**src/sv/dfhe_pkg.sv**
```systemverilog
// Shared types, command codes and fixed-code tables for the DEFLATE fixed Huffman encoder.
// No dependencies; every other file uses these by scoped names.
`default_nettype none

package dfhe_pkg;

  // Command codes
  localparam logic [1:0] CMD_LITERAL = 2'd0;
  localparam logic [1:0] CMD_EOB     = 2'd1;
  localparam logic [1:0] CMD_MATCH   = 2'd2;

  // Fixed literal/length code constants
  localparam logic [8:0] LIT_LOW_BASE   = 9'd48;
  localparam logic [8:0] LIT_HIGH_BASE  = 9'd400;
  localparam logic [8:0] LIT_SPLIT      = 9'd144;
  localparam logic [8:0] LEN8_BASE      = 9'd192;
  localparam logic [8:0] LEN8_FIRST_SYM = 9'd280;
  localparam logic [8:0] EOB_SYM        = 9'd256;
  localparam logic [8:0] FIRST_LEN_SYM  = 9'd257;
  localparam logic [8:0] LAST_LEN_SYM   = 9'd285;

  // Legal match operand limits
  localparam logic [8:0]  LEN_MIN  = 9'd3;
  localparam logic [8:0]  LEN_MAX  = LAST_LEN_SYM - 9'd27;
  localparam logic [15:0] DIST_MIN = 16'd1;
  localparam logic [15:0] DIST_MAX = 16'd32768;

  localparam int LEN_CODES  = 29;
  localparam int DIST_CODES = 30;

  // Classified beat leaving the first stage
  typedef struct packed {
    logic [1:0]  command;
    logic        err;
    logic [7:0]  lit;
    logic [8:0]  len;
    logic [15:0] distance;
    logic [LEN_CODES-2:0]  len_ge;   // bit i: length at or above base of code i+1
    logic [DIST_CODES-2:0] dist_ge;  // bit i: distance at or above base of code i+1
  } cls_t;

  // Code fields leaving the second stage, each already in send order
  typedef struct packed {
    logic        err;
    logic [8:0]  sym_rev;
    logic [3:0]  sym_len;
    logic [4:0]  len_x;
    logic [2:0]  len_xn;
    logic        has_dist;
    logic [4:0]  dist_rev;
    logic [12:0] dist_x;
    logic [3:0]  dist_xn;
  } fld_t;

  function automatic logic [8:0] len_base(input logic [4:0] idx);
    logic [8:0] b;
    case (idx)
      5'd0:  b = 9'd3;    5'd1:  b = 9'd4;    5'd2:  b = 9'd5;    5'd3:  b = 9'd6;
      5'd4:  b = 9'd7;    5'd5:  b = 9'd8;    5'd6:  b = 9'd9;    5'd7:  b = 9'd10;
      5'd8:  b = 9'd11;   5'd9:  b = 9'd13;   5'd10: b = 9'd15;   5'd11: b = 9'd17;
      5'd12: b = 9'd19;   5'd13: b = 9'd23;   5'd14: b = 9'd27;   5'd15: b = 9'd31;
      5'd16: b = 9'd35;   5'd17: b = 9'd43;   5'd18: b = 9'd51;   5'd19: b = 9'd59;
      5'd20: b = 9'd67;   5'd21: b = 9'd83;   5'd22: b = 9'd99;   5'd23: b = 9'd115;
      5'd24: b = 9'd131;  5'd25: b = 9'd163;  5'd26: b = 9'd195;  5'd27: b = 9'd227;
      5'd28: b = 9'd258;
      default: b = 9'd258;
    endcase
    return b;
  endfunction

  function automatic logic [2:0] len_extra(input logic [4:0] idx);
    logic [2:0] e;
    if (idx < 5'd8 || idx > 5'd27) begin
      e = 3'd0;
    end else begin
      e = 3'(({1'b0, idx} - 6'd4) >> 2);
    end
    return e;
  endfunction

  function automatic logic [15:0] dist_base(input logic [4:0] idx);
    logic [15:0] b;
    case (idx)
      5'd0:  b = 16'd1;     5'd1:  b = 16'd2;     5'd2:  b = 16'd3;     5'd3:  b = 16'd4;
      5'd4:  b = 16'd5;     5'd5:  b = 16'd7;     5'd6:  b = 16'd9;     5'd7:  b = 16'd13;
      5'd8:  b = 16'd17;    5'd9:  b = 16'd25;    5'd10: b = 16'd33;    5'd11: b = 16'd49;
      5'd12: b = 16'd65;    5'd13: b = 16'd97;    5'd14: b = 16'd129;   5'd15: b = 16'd193;
      5'd16: b = 16'd257;   5'd17: b = 16'd385;   5'd18: b = 16'd513;   5'd19: b = 16'd769;
      5'd20: b = 16'd1025;  5'd21: b = 16'd1537;  5'd22: b = 16'd2049;  5'd23: b = 16'd3073;
      5'd24: b = 16'd4097;  5'd25: b = 16'd6145;  5'd26: b = 16'd8193;  5'd27: b = 16'd12289;
      5'd28: b = 16'd16385; 5'd29: b = 16'd24577;
      default: b = 16'd24577;
    endcase
    return b;
  endfunction

  function automatic logic [3:0] dist_extra(input logic [4:0] idx);
    logic [3:0] e;
    if (idx < 5'd4) begin
      e = 4'd0;
    end else begin
      e = 4'((idx - 5'd2) >> 1);
    end
    return e;
  endfunction

endpackage

`default_nettype wire

```
**src/sv/dfhe_classify.sv**
```systemverilog
// First stage: range check and base-table compares for the match operands.
// Uses dfhe_pkg for command codes, limits, base tables and the cls_t beat.
`default_nettype none

module dfhe_classify (
  input  wire logic               clk,
  input  wire logic               rst,
  input  wire logic               in_valid,
  output logic                    in_ready,
  input  wire logic [1:0]         command,
  input  wire logic [7:0]         literal_value,
  input  wire logic [8:0]         match_length,
  input  wire logic [15:0]        match_distance,
  output logic                    out_valid,
  input  wire logic               out_ready,
  output dfhe_pkg::cls_t          out_data
);

  dfhe_pkg::cls_t cls_next;
  logic           valid;
  dfhe_pkg::cls_t data;

  // Compare each operand against every base above the first in parallel
  always_comb begin
    logic len_ok;
    logic dist_ok;
    len_ok  = (match_length >= dfhe_pkg::LEN_MIN) && (match_length <= dfhe_pkg::LEN_MAX);
    dist_ok = (match_distance >= dfhe_pkg::DIST_MIN) &&
              (match_distance <= dfhe_pkg::DIST_MAX);
    cls_next.command  = command;
    cls_next.err      = (command == dfhe_pkg::CMD_MATCH) && !(len_ok && dist_ok);
    cls_next.lit      = literal_value;
    cls_next.len      = match_length;
    cls_next.distance = match_distance;
    for (int i = 0; i < dfhe_pkg::LEN_CODES - 1; i++) begin
      cls_next.len_ge[i] = match_length >= dfhe_pkg::len_base(5'(i + 1));
    end
    for (int i = 0; i < dfhe_pkg::DIST_CODES - 1; i++) begin
      cls_next.dist_ge[i] = match_distance >= dfhe_pkg::dist_base(5'(i + 1));
    end
  end

  // Advance when the stage is empty or its beat moves on
  assign in_ready = !valid || out_ready;

  always_ff @(posedge clk) begin
    if (rst) begin
      valid <= 1'b0;
    end else if (in_ready) begin
      valid <= in_valid;
    end
  end

  always_ff @(posedge clk) begin
    if (in_ready && in_valid) begin
      data <= cls_next;
    end
  end

  assign out_valid = valid;
  assign out_data  = data;

endmodule

`default_nettype wire

```
**src/sv/dfhe_code.sv**
```systemverilog
// Second stage: code indexes, extra-bit values and bit-reversed Huffman codes.
// Uses dfhe_pkg for tables, constants and the cls_t and fld_t beats.
`default_nettype none

module dfhe_code (
  input  wire logic               clk,
  input  wire logic               rst,
  input  wire logic               in_valid,
  output logic                    in_ready,
  input  wire dfhe_pkg::cls_t     in_data,
  output logic                    out_valid,
  input  wire logic               out_ready,
  output dfhe_pkg::fld_t          out_data
);

  dfhe_pkg::fld_t fld_next;
  logic           valid;
  dfhe_pkg::fld_t data;

  function automatic logic [8:0] rev9(input logic [8:0] v);
    logic [8:0] r;
    for (int i = 0; i < 9; i++) begin
      r[i] = v[8 - i];
    end
    return r;
  endfunction

  function automatic logic [4:0] rev5(input logic [4:0] v);
    logic [4:0] r;
    for (int i = 0; i < 5; i++) begin
      r[i] = v[4 - i];
    end
    return r;
  endfunction

  // Turn compares into indexes, then form every field in send order
  always_comb begin
    logic [4:0] li;
    logic [4:0] di;
    logic [8:0] sym;
    logic [8:0] code;
    logic [3:0] clen;
    li = 5'd0;
    for (int i = 0; i < dfhe_pkg::LEN_CODES - 1; i++) begin
      if (in_data.len_ge[i]) li = 5'(i + 1);
    end
    di = 5'd0;
    for (int i = 0; i < dfhe_pkg::DIST_CODES - 1; i++) begin
      if (in_data.dist_ge[i]) di = 5'(i + 1);
    end
    sym  = dfhe_pkg::FIRST_LEN_SYM + {4'd0, li};
    code = 9'd0;
    clen = 4'd0;
    fld_next.len_x    = 5'd0;
    fld_next.len_xn   = 3'd0;
    fld_next.has_dist = 1'b0;
    fld_next.dist_rev = rev5(di);
    fld_next.dist_x   = 13'(in_data.distance - dfhe_pkg::dist_base(di));
    fld_next.dist_xn  = dfhe_pkg::dist_extra(di);
    case (in_data.command)
      dfhe_pkg::CMD_LITERAL: begin
        if ({1'b0, in_data.lit} < dfhe_pkg::LIT_SPLIT) begin
          code = {1'b0, in_data.lit} + dfhe_pkg::LIT_LOW_BASE;
          clen = 4'd8;
        end else begin
          code = {1'b0, in_data.lit} - dfhe_pkg::LIT_SPLIT + dfhe_pkg::LIT_HIGH_BASE;
          clen = 4'd9;
        end
      end
      dfhe_pkg::CMD_EOB: begin
        code = dfhe_pkg::EOB_SYM - dfhe_pkg::EOB_SYM;
        clen = 4'd7;
      end
      dfhe_pkg::CMD_MATCH: begin
        if (!in_data.err) begin
          if (sym < dfhe_pkg::LEN8_FIRST_SYM) begin
            code = sym - dfhe_pkg::EOB_SYM;
            clen = 4'd7;
          end else begin
            code = sym - dfhe_pkg::LEN8_FIRST_SYM + dfhe_pkg::LEN8_BASE;
            clen = 4'd8;
          end
          fld_next.len_x    = 5'(in_data.len - dfhe_pkg::len_base(li));
          fld_next.len_xn   = dfhe_pkg::len_extra(li);
          fld_next.has_dist = 1'b1;
        end
      end
      default: begin
        code = 9'd0;
        clen = 4'd0;
      end
    endcase
    fld_next.err     = in_data.err;
    fld_next.sym_rev = rev9(code) >> (4'd9 - clen);
    fld_next.sym_len = clen;
  end

  assign in_ready = !valid || out_ready;

  always_ff @(posedge clk) begin
    if (rst) begin
      valid <= 1'b0;
    end else if (in_ready) begin
      valid <= in_valid;
    end
  end

  always_ff @(posedge clk) begin
    if (in_ready && in_valid) begin
      data <= fld_next;
    end
  end

  assign out_valid = valid;
  assign out_data  = data;

endmodule

`default_nettype wire

```
**src/sv/dfhe_pack.sv**
```systemverilog
// Third stage: pack the fields into one send-order word and hold it as the output register.
// Uses dfhe_pkg for the fld_t beat.
`default_nettype none

module dfhe_pack (
  input  wire logic               clk,
  input  wire logic               rst,
  input  wire logic               in_valid,
  output logic                    in_ready,
  input  wire dfhe_pkg::fld_t     in_data,
  output logic                    out_valid,
  input  wire logic               out_ready,
  output logic [30:0]             code_bits,
  output logic [4:0]              bit_count,
  output logic                    range_error
);

  logic [30:0] bits_next;
  logic [4:0]  count_next;
  logic        valid;
  logic [30:0] bits;
  logic [4:0]  count;
  logic        err;

  // Place each field after the ones sent before it
  always_comb begin
    logic [4:0] o1;
    logic [4:0] o2;
    o1 = {1'b0, in_data.sym_len} + {2'b0, in_data.len_xn};
    o2 = o1 + 5'd5;
    bits_next = 31'(in_data.sym_rev) | (31'(in_data.len_x) << in_data.sym_len);
    count_next = o1;
    if (in_data.has_dist) begin
      bits_next  = bits_next | (31'(in_data.dist_rev) << o1) | (31'(in_data.dist_x) << o2);
      count_next = o2 + {1'b0, in_data.dist_xn};
    end
  end

  assign in_ready = !valid || out_ready;

  always_ff @(posedge clk) begin
    if (rst) begin
      valid <= 1'b0;
    end else if (in_ready) begin
      valid <= in_valid;
    end
  end

  always_ff @(posedge clk) begin
    if (in_ready && in_valid) begin
      bits  <= bits_next;
      count <= count_next;
      err   <= in_data.err;
    end
  end

  assign out_valid   = valid;
  assign code_bits   = bits;
  assign bit_count   = count;
  assign range_error = err;

endmodule

`default_nettype wire

```
**src/sv/deflate_fixed_huffman_symbol_encoder.sv**
```systemverilog
// Top level of the DEFLATE fixed Huffman symbol encoder: three-stage pipeline.
// Uses dfhe_pkg, dfhe_classify, dfhe_code and dfhe_pack.
//
//   channel  handshake              payload
//   -------  ---------------------  ------------------------------------------------
//   symbol   sym_valid / sym_stall  command, literal_value, match_length, match_distance
//   code     code_valid/code_stall  code_bits, bit_count, range_error
//
// Each beat passes through compare, code forming and packing into the output
// register. While sym_stall is low, a new beat may enter every cycle (one per cycle).
// sym_stall rises only when every stage holds a beat and code_stall is high; empty
// stages close up behind a stalled output. rst (synchronous) empties all stages.
`default_nettype none

module deflate_fixed_huffman_symbol_encoder (
  input  wire logic        clk,
  input  wire logic        rst,
  input  wire logic        sym_valid,
  output logic             sym_stall,
  input  wire logic [1:0]  command,
  input  wire logic [7:0]  literal_value,
  input  wire logic [8:0]  match_length,
  input  wire logic [15:0] match_distance,
  output logic             code_valid,
  input  wire logic        code_stall,
  output logic [30:0]      code_bits,
  output logic [4:0]       bit_count,
  output logic             range_error
);

  logic           s1_ready;
  logic           s1_valid;
  dfhe_pkg::cls_t s1_data;
  logic           s2_ready;
  logic           s2_valid;
  dfhe_pkg::fld_t s2_data;
  logic           s3_ready;

  dfhe_classify u_classify (
    .clk            (clk),
    .rst            (rst),
    .in_valid       (sym_valid),
    .in_ready       (s1_ready),
    .command        (command),
    .literal_value  (literal_value),
    .match_length   (match_length),
    .match_distance (match_distance),
    .out_valid      (s1_valid),
    .out_ready      (s2_ready),
    .out_data       (s1_data)
  );

  dfhe_code u_code (
    .clk       (clk),
    .rst       (rst),
    .in_valid  (s1_valid),
    .in_ready  (s2_ready),
    .in_data   (s1_data),
    .out_valid (s2_valid),
    .out_ready (s3_ready),
    .out_data  (s2_data)
  );

  dfhe_pack u_pack (
    .clk         (clk),
    .rst         (rst),
    .in_valid    (s2_valid),
    .in_ready    (s3_ready),
    .in_data     (s2_data),
    .out_valid   (code_valid),
    .out_ready   (!code_stall),
    .code_bits   (code_bits),
    .bit_count   (bit_count),
    .range_error (range_error)
  );

  // Hold the input side only when the whole pipe is full and blocked
  assign sym_stall = !s1_ready;

`ifndef SYNTHESIS
  // An error beat carries no bits
  a_err_empty: assert property (@(posedge clk) disable iff (rst)
    code_valid && range_error |-> code_bits == 31'd0 && bit_count == 5'd0)
    else $error("range error beat carries code bits");

  // Any symbol sent is at least seven bits long
  a_min_len: assert property (@(posedge clk) disable iff (rst)
    code_valid && bit_count != 5'd0 |-> bit_count >= 5'd7)
    else $error("bit count below shortest symbol");

  // Bits at and above the count stay clear
  a_clean_top: assert property (@(posedge clk) disable iff (rst)
    code_valid |-> (code_bits >> bit_count) == 31'd0)
    else $error("code bits set beyond bit count");

  // Reset empties the pipe
  a_reset_empty: assert property (@(posedge clk)
    rst |=> !code_valid && !s1_valid && !s2_valid)
    else $error("pipeline not empty after reset");
`endif

endmodule

`default_nettype wire
```
**config.mk**
```make
export PLATFORM = sky130hd
export DESIGN_NAME = deflate_fixed_huffman_symbol_encoder
export DESIGN_NICKNAME = d
export VERILOG_FILES = /design/src/sv/dfhe_pkg.sv /design/src/sv/dfhe_classify.sv /design/src/sv/dfhe_code.sv /design/src/sv/dfhe_pack.sv /design/src/sv/deflate_fixed_huffman_symbol_encoder.sv
export SDC_FILE = /design/constraint.sdc
export NUM_CORES = 1
export LEC_CHECK = 0
export BUFFER_PORTS_ARGS = -buffer_cell sky130_fd_sc_hd__buf_2
export CORE_UTILIZATION = 55
export CTS_BUF_LIST = sky130_fd_sc_hd__clkbuf_4 sky130_fd_sc_hd__clkbuf_8
export DETAILED_ROUTE_END_ITERATION = 10
export PLACE_DENSITY_LB_ADDON = 0.05
export SLEW_MARGIN = 40
export SYNTH_ARGS = -nofsm -noshare
export SYNTH_HDL_FRONTEND = slang
export SYNTH_SLANG_ARGS = --single-unit
```
**constraint.sdc**
```tcl
create_clock -name clk -period 5.1 [get_ports clk]
set_clock_uncertainty 0.05 [all_clocks]
set_input_delay 0.51 -clock clk [delete_from_list [all_inputs] [get_ports clk]]
set_output_delay 0.51 -clock clk [all_outputs]
set_load 0.05 [all_outputs]
```
==> impl_results.md <==
* Status: finished with violations
* Failing checks: DRC
* Average wire per standard cell at about 16 um
* Slew @ Worst Pin at 0.7647 ns
* Synth top area share at around half
* Share of layout cells above drive strength 1 at between 10 and 15%
* Cells after Synth at ~1000
* H-tree depth at 4
* Final WL at 21950 um
* Hold path start: literal_value[6]
* RSZ-0062 raised after global routing: no
* Top cell types by occurrence after synthesis: edfxtp_1 (167), nor2_1 (113), nand2_1 (102), a21oi_1 (58), inv_1 (51)
* Reg2reg start: u_classify.out_data[36]
* Hold WS at about 0.16 ns
* Arr. time, crit path at just under 5 ns
* Final worst path period need at 4.810 ns
* Count of pins over their slew limit at 0
* N_diodes at 0
* First-pass GRT wire length at around 35000 um
* Synthesis-to-layout area growth at 11.07%
* Mean Syn Cell Area at 10.09 sq um
* Endpoints failing setup at 0
* HP Class: in -> reg
* Clock latency on the worst-skew pair at between 0.4 and 0.5 ns
* Vias in the first global route at about 7000
* Dpl cell area at around 11000 sq um
* CTS tree: built
* F_max at about 210 MHz
* Max-Cap Viols at 0
* Core Box Area at roughly 18000 sq um
* Post-synthesis sequential area ratio at around half
* Initial Util at a little under three fifths
* Congestion Overflow GR at 0
* Initial antenna violation count at 0
* Cell row count at a little under 50
* Max Root-Sink Buffers at 2
* Peak supply drop at 188.1 uV
* Drt initial violations at 632
* Root Driver: clkbuf_8
* Yosys warning count at 0
* Port Buffers at 77
* Leak pwr at 4.160 nW
* Dpl hpwl at ~17000 um
* Critical path type: reg -> reg
* Max transition margin at between 40% and 50%
* Max FO, Critical Path at 9
* Crit. Startpoint: u_classify.out_data[36]
* # nets final at about 1200
* Worst Setup Start Kind: register
* Num CTS Buffers at 17
* PwrDens at about 330 nW/um^2
* Total setup buffers inserted after CTS at 0
* Die Height at approximately 140 um
* Fillers at roughly 1500
* GRT Util Overall at about a quarter
* Clock-pin slew on the worst setup and hold paths at 0.10 ns
* Vias per std cell at ~5.8
* Post-synth cell types at ~70
* Largest net degree at the start of global routing at 77
* Count leader, synth: edfxtp_1
* Design Area, Final at roughly 11000 sq um
* Final Cycle Share at 94.31%
* Setup TNS at 0 ns
* Clk sinks at 170
* Vias at 7725
* Async SR Flop Fraction at 0%
* CP endpoint kind: register
* Ports at roughly 80
* Synthesized flop and latch total at 170
* Residual DRC count at 15
* Layout Utilization at a little over three fifths
* Area contributors post-synth: edfxtp_1 (49%), ha_1 (4.8%), nor2_1 (4.2%), nand2_1 (3.8%), a21oi_1 (2.8%)
* DRT antenna net count at 0
* Routability Congestion at ~0.94
* Die Width at around 140 um
* Post-synth EDFFs at around 170
* CP required at 5.26 ns
* Largest area contributor in the netlist: edfxtp_1
* Post-synth top flop: edfxtp_1
* Synth Cell Area at about 10000 sq um
* Hold Vio Cnt, Final at 0
* Die area at approximately 19000 sq um
* Drt first pass iters at 8
* Syn nets at 1094
final cells by class:
class                   instances  area, sq um  share of cell area (%)
multi-input cells             755         4852                   42.79
well taps                     229        286.5                   2.527
inverters                      53        198.9                   1.754
repair buffers                 95        539.3                   4.756
flip-flops and latches        170         5075                   44.75
clock inverters                14        146.4                   1.291
clock buffers                  18        241.5                   2.130
sequential cells by signal (all words and copies together), names as in the netlist:
signal	cells
u_code.out_data	44
u_pack.range_error	1
u_classify.out_valid	1
u_code.out_valid	1
u_pack.bit_count	5
u_pack.code_bits	31
u_pack.out_valid	1
u_classify.out_data	86
cells by family (layout without fill, tap and decap cells):
logic type                 Yosys count  count (layout)  synth area share [%]
muxes                               37              37                 4.020
DFF                                170             170                 49.71
buffers and inverters               87             180                 3.211
xor gates and xnor gates            28              28                 2.537
AOI/OAI and AO/OA                  250             250                 16.24
and+or+nand+nor                    397             397                 18.73
adders and majority gates           43              43                 5.564
worst paths after layout:
| check | cells after the start | endpoint | slack [ns] |
|---|---|---|---|
| setup / recovery | 19 | u_code.out_data[39] | 0.29 |
| hold / removal | 1 | u_classify.out_data[88] | 0.16 |
| setup reg to reg | 19 | u_code.out_data[39] | 0.29 |
| hold reg to reg | 0 | u_pack.range_error | 0.36 |
repair_timing:
| action | CTS | global route |
|---|---|---|
| resized for setup | 0 | 1 |
| hold buffers | 0 | 0 |
| setup endpoints to repair | 0 | 1 |
worst max-delay path, cell delays in order, from the launching register on:
cell and delay [ns]:
edfxtp_1 0.44, or2_2 0.31, a211oi_1 0.23, a21oi_1 0.13, or2_2 0.32, or3_1 0.30, a21oi_1 0.28, ha_1 0.25
nand2_1 0.08, xnor2_1 0.17, ha_1 0.25, and2_0 0.23, or2_2 0.32, ha_2 0.42, nor2_1 0.07, o221ai_1 0.13
nor3_1 0.08, nand3_1 0.09, o311ai_0 0.11, or2_2 0.29
routing by layer:
| metal | routed length (um) | global-route usage, % | vias to the layer above |
|---|---|---|---|
| li1 | - | - | 3934 |
| met1 | 10350 | 31.91 | 3545 |
| met2 | 10130 | 37.24 | 199 |
| met3 | 828 | 4.260 | 47 |
| met4 | 629 | 10.47 | 0 |
| met5 | 0 | 0 | - |
cells in the final DEF, fill, tap and decap left out, types with 9 or more instances in the layout:
master	count
a21oi_1	58
and2_1	15
buf_2	77
buf_4	15
clkbuf_8	17
edfxtp_1	167
ha_1	37
inv_1	51
mux2_2	12
mux2i_1	23
nand2_1	102
nand2b_1	14
nand3_1	34
nor2_1	112
nor2b_1	20
nor3_1	38
nor4_1	16
o211ai_1	9
o21a_1	18
o21ai_0	47
o21bai_1	11
o221ai_1	12
o22ai_1	19
xnor2_1	18
power breakdown:
group | leakage, nW | internal [mW] | switching [mW]
combinational | 2.35 | 0.417 | 0.708
sequential | 1.61 | 1.66 | 0.0562
clock | 0.193 | 0.442 | 0.506
stage by stage:
step	setup slack, ns	power, mW	instances
floorplan	0.5618	2.556	1012
global placement	0.4028	2.842	1300
detailed placement	0.3047	2.852	1302
CTS	0.2917	3.797	1334
global route	0.03879	3.991	1334
finish	0.2903	3.790	1334
(Power assumes the default switching activity.)
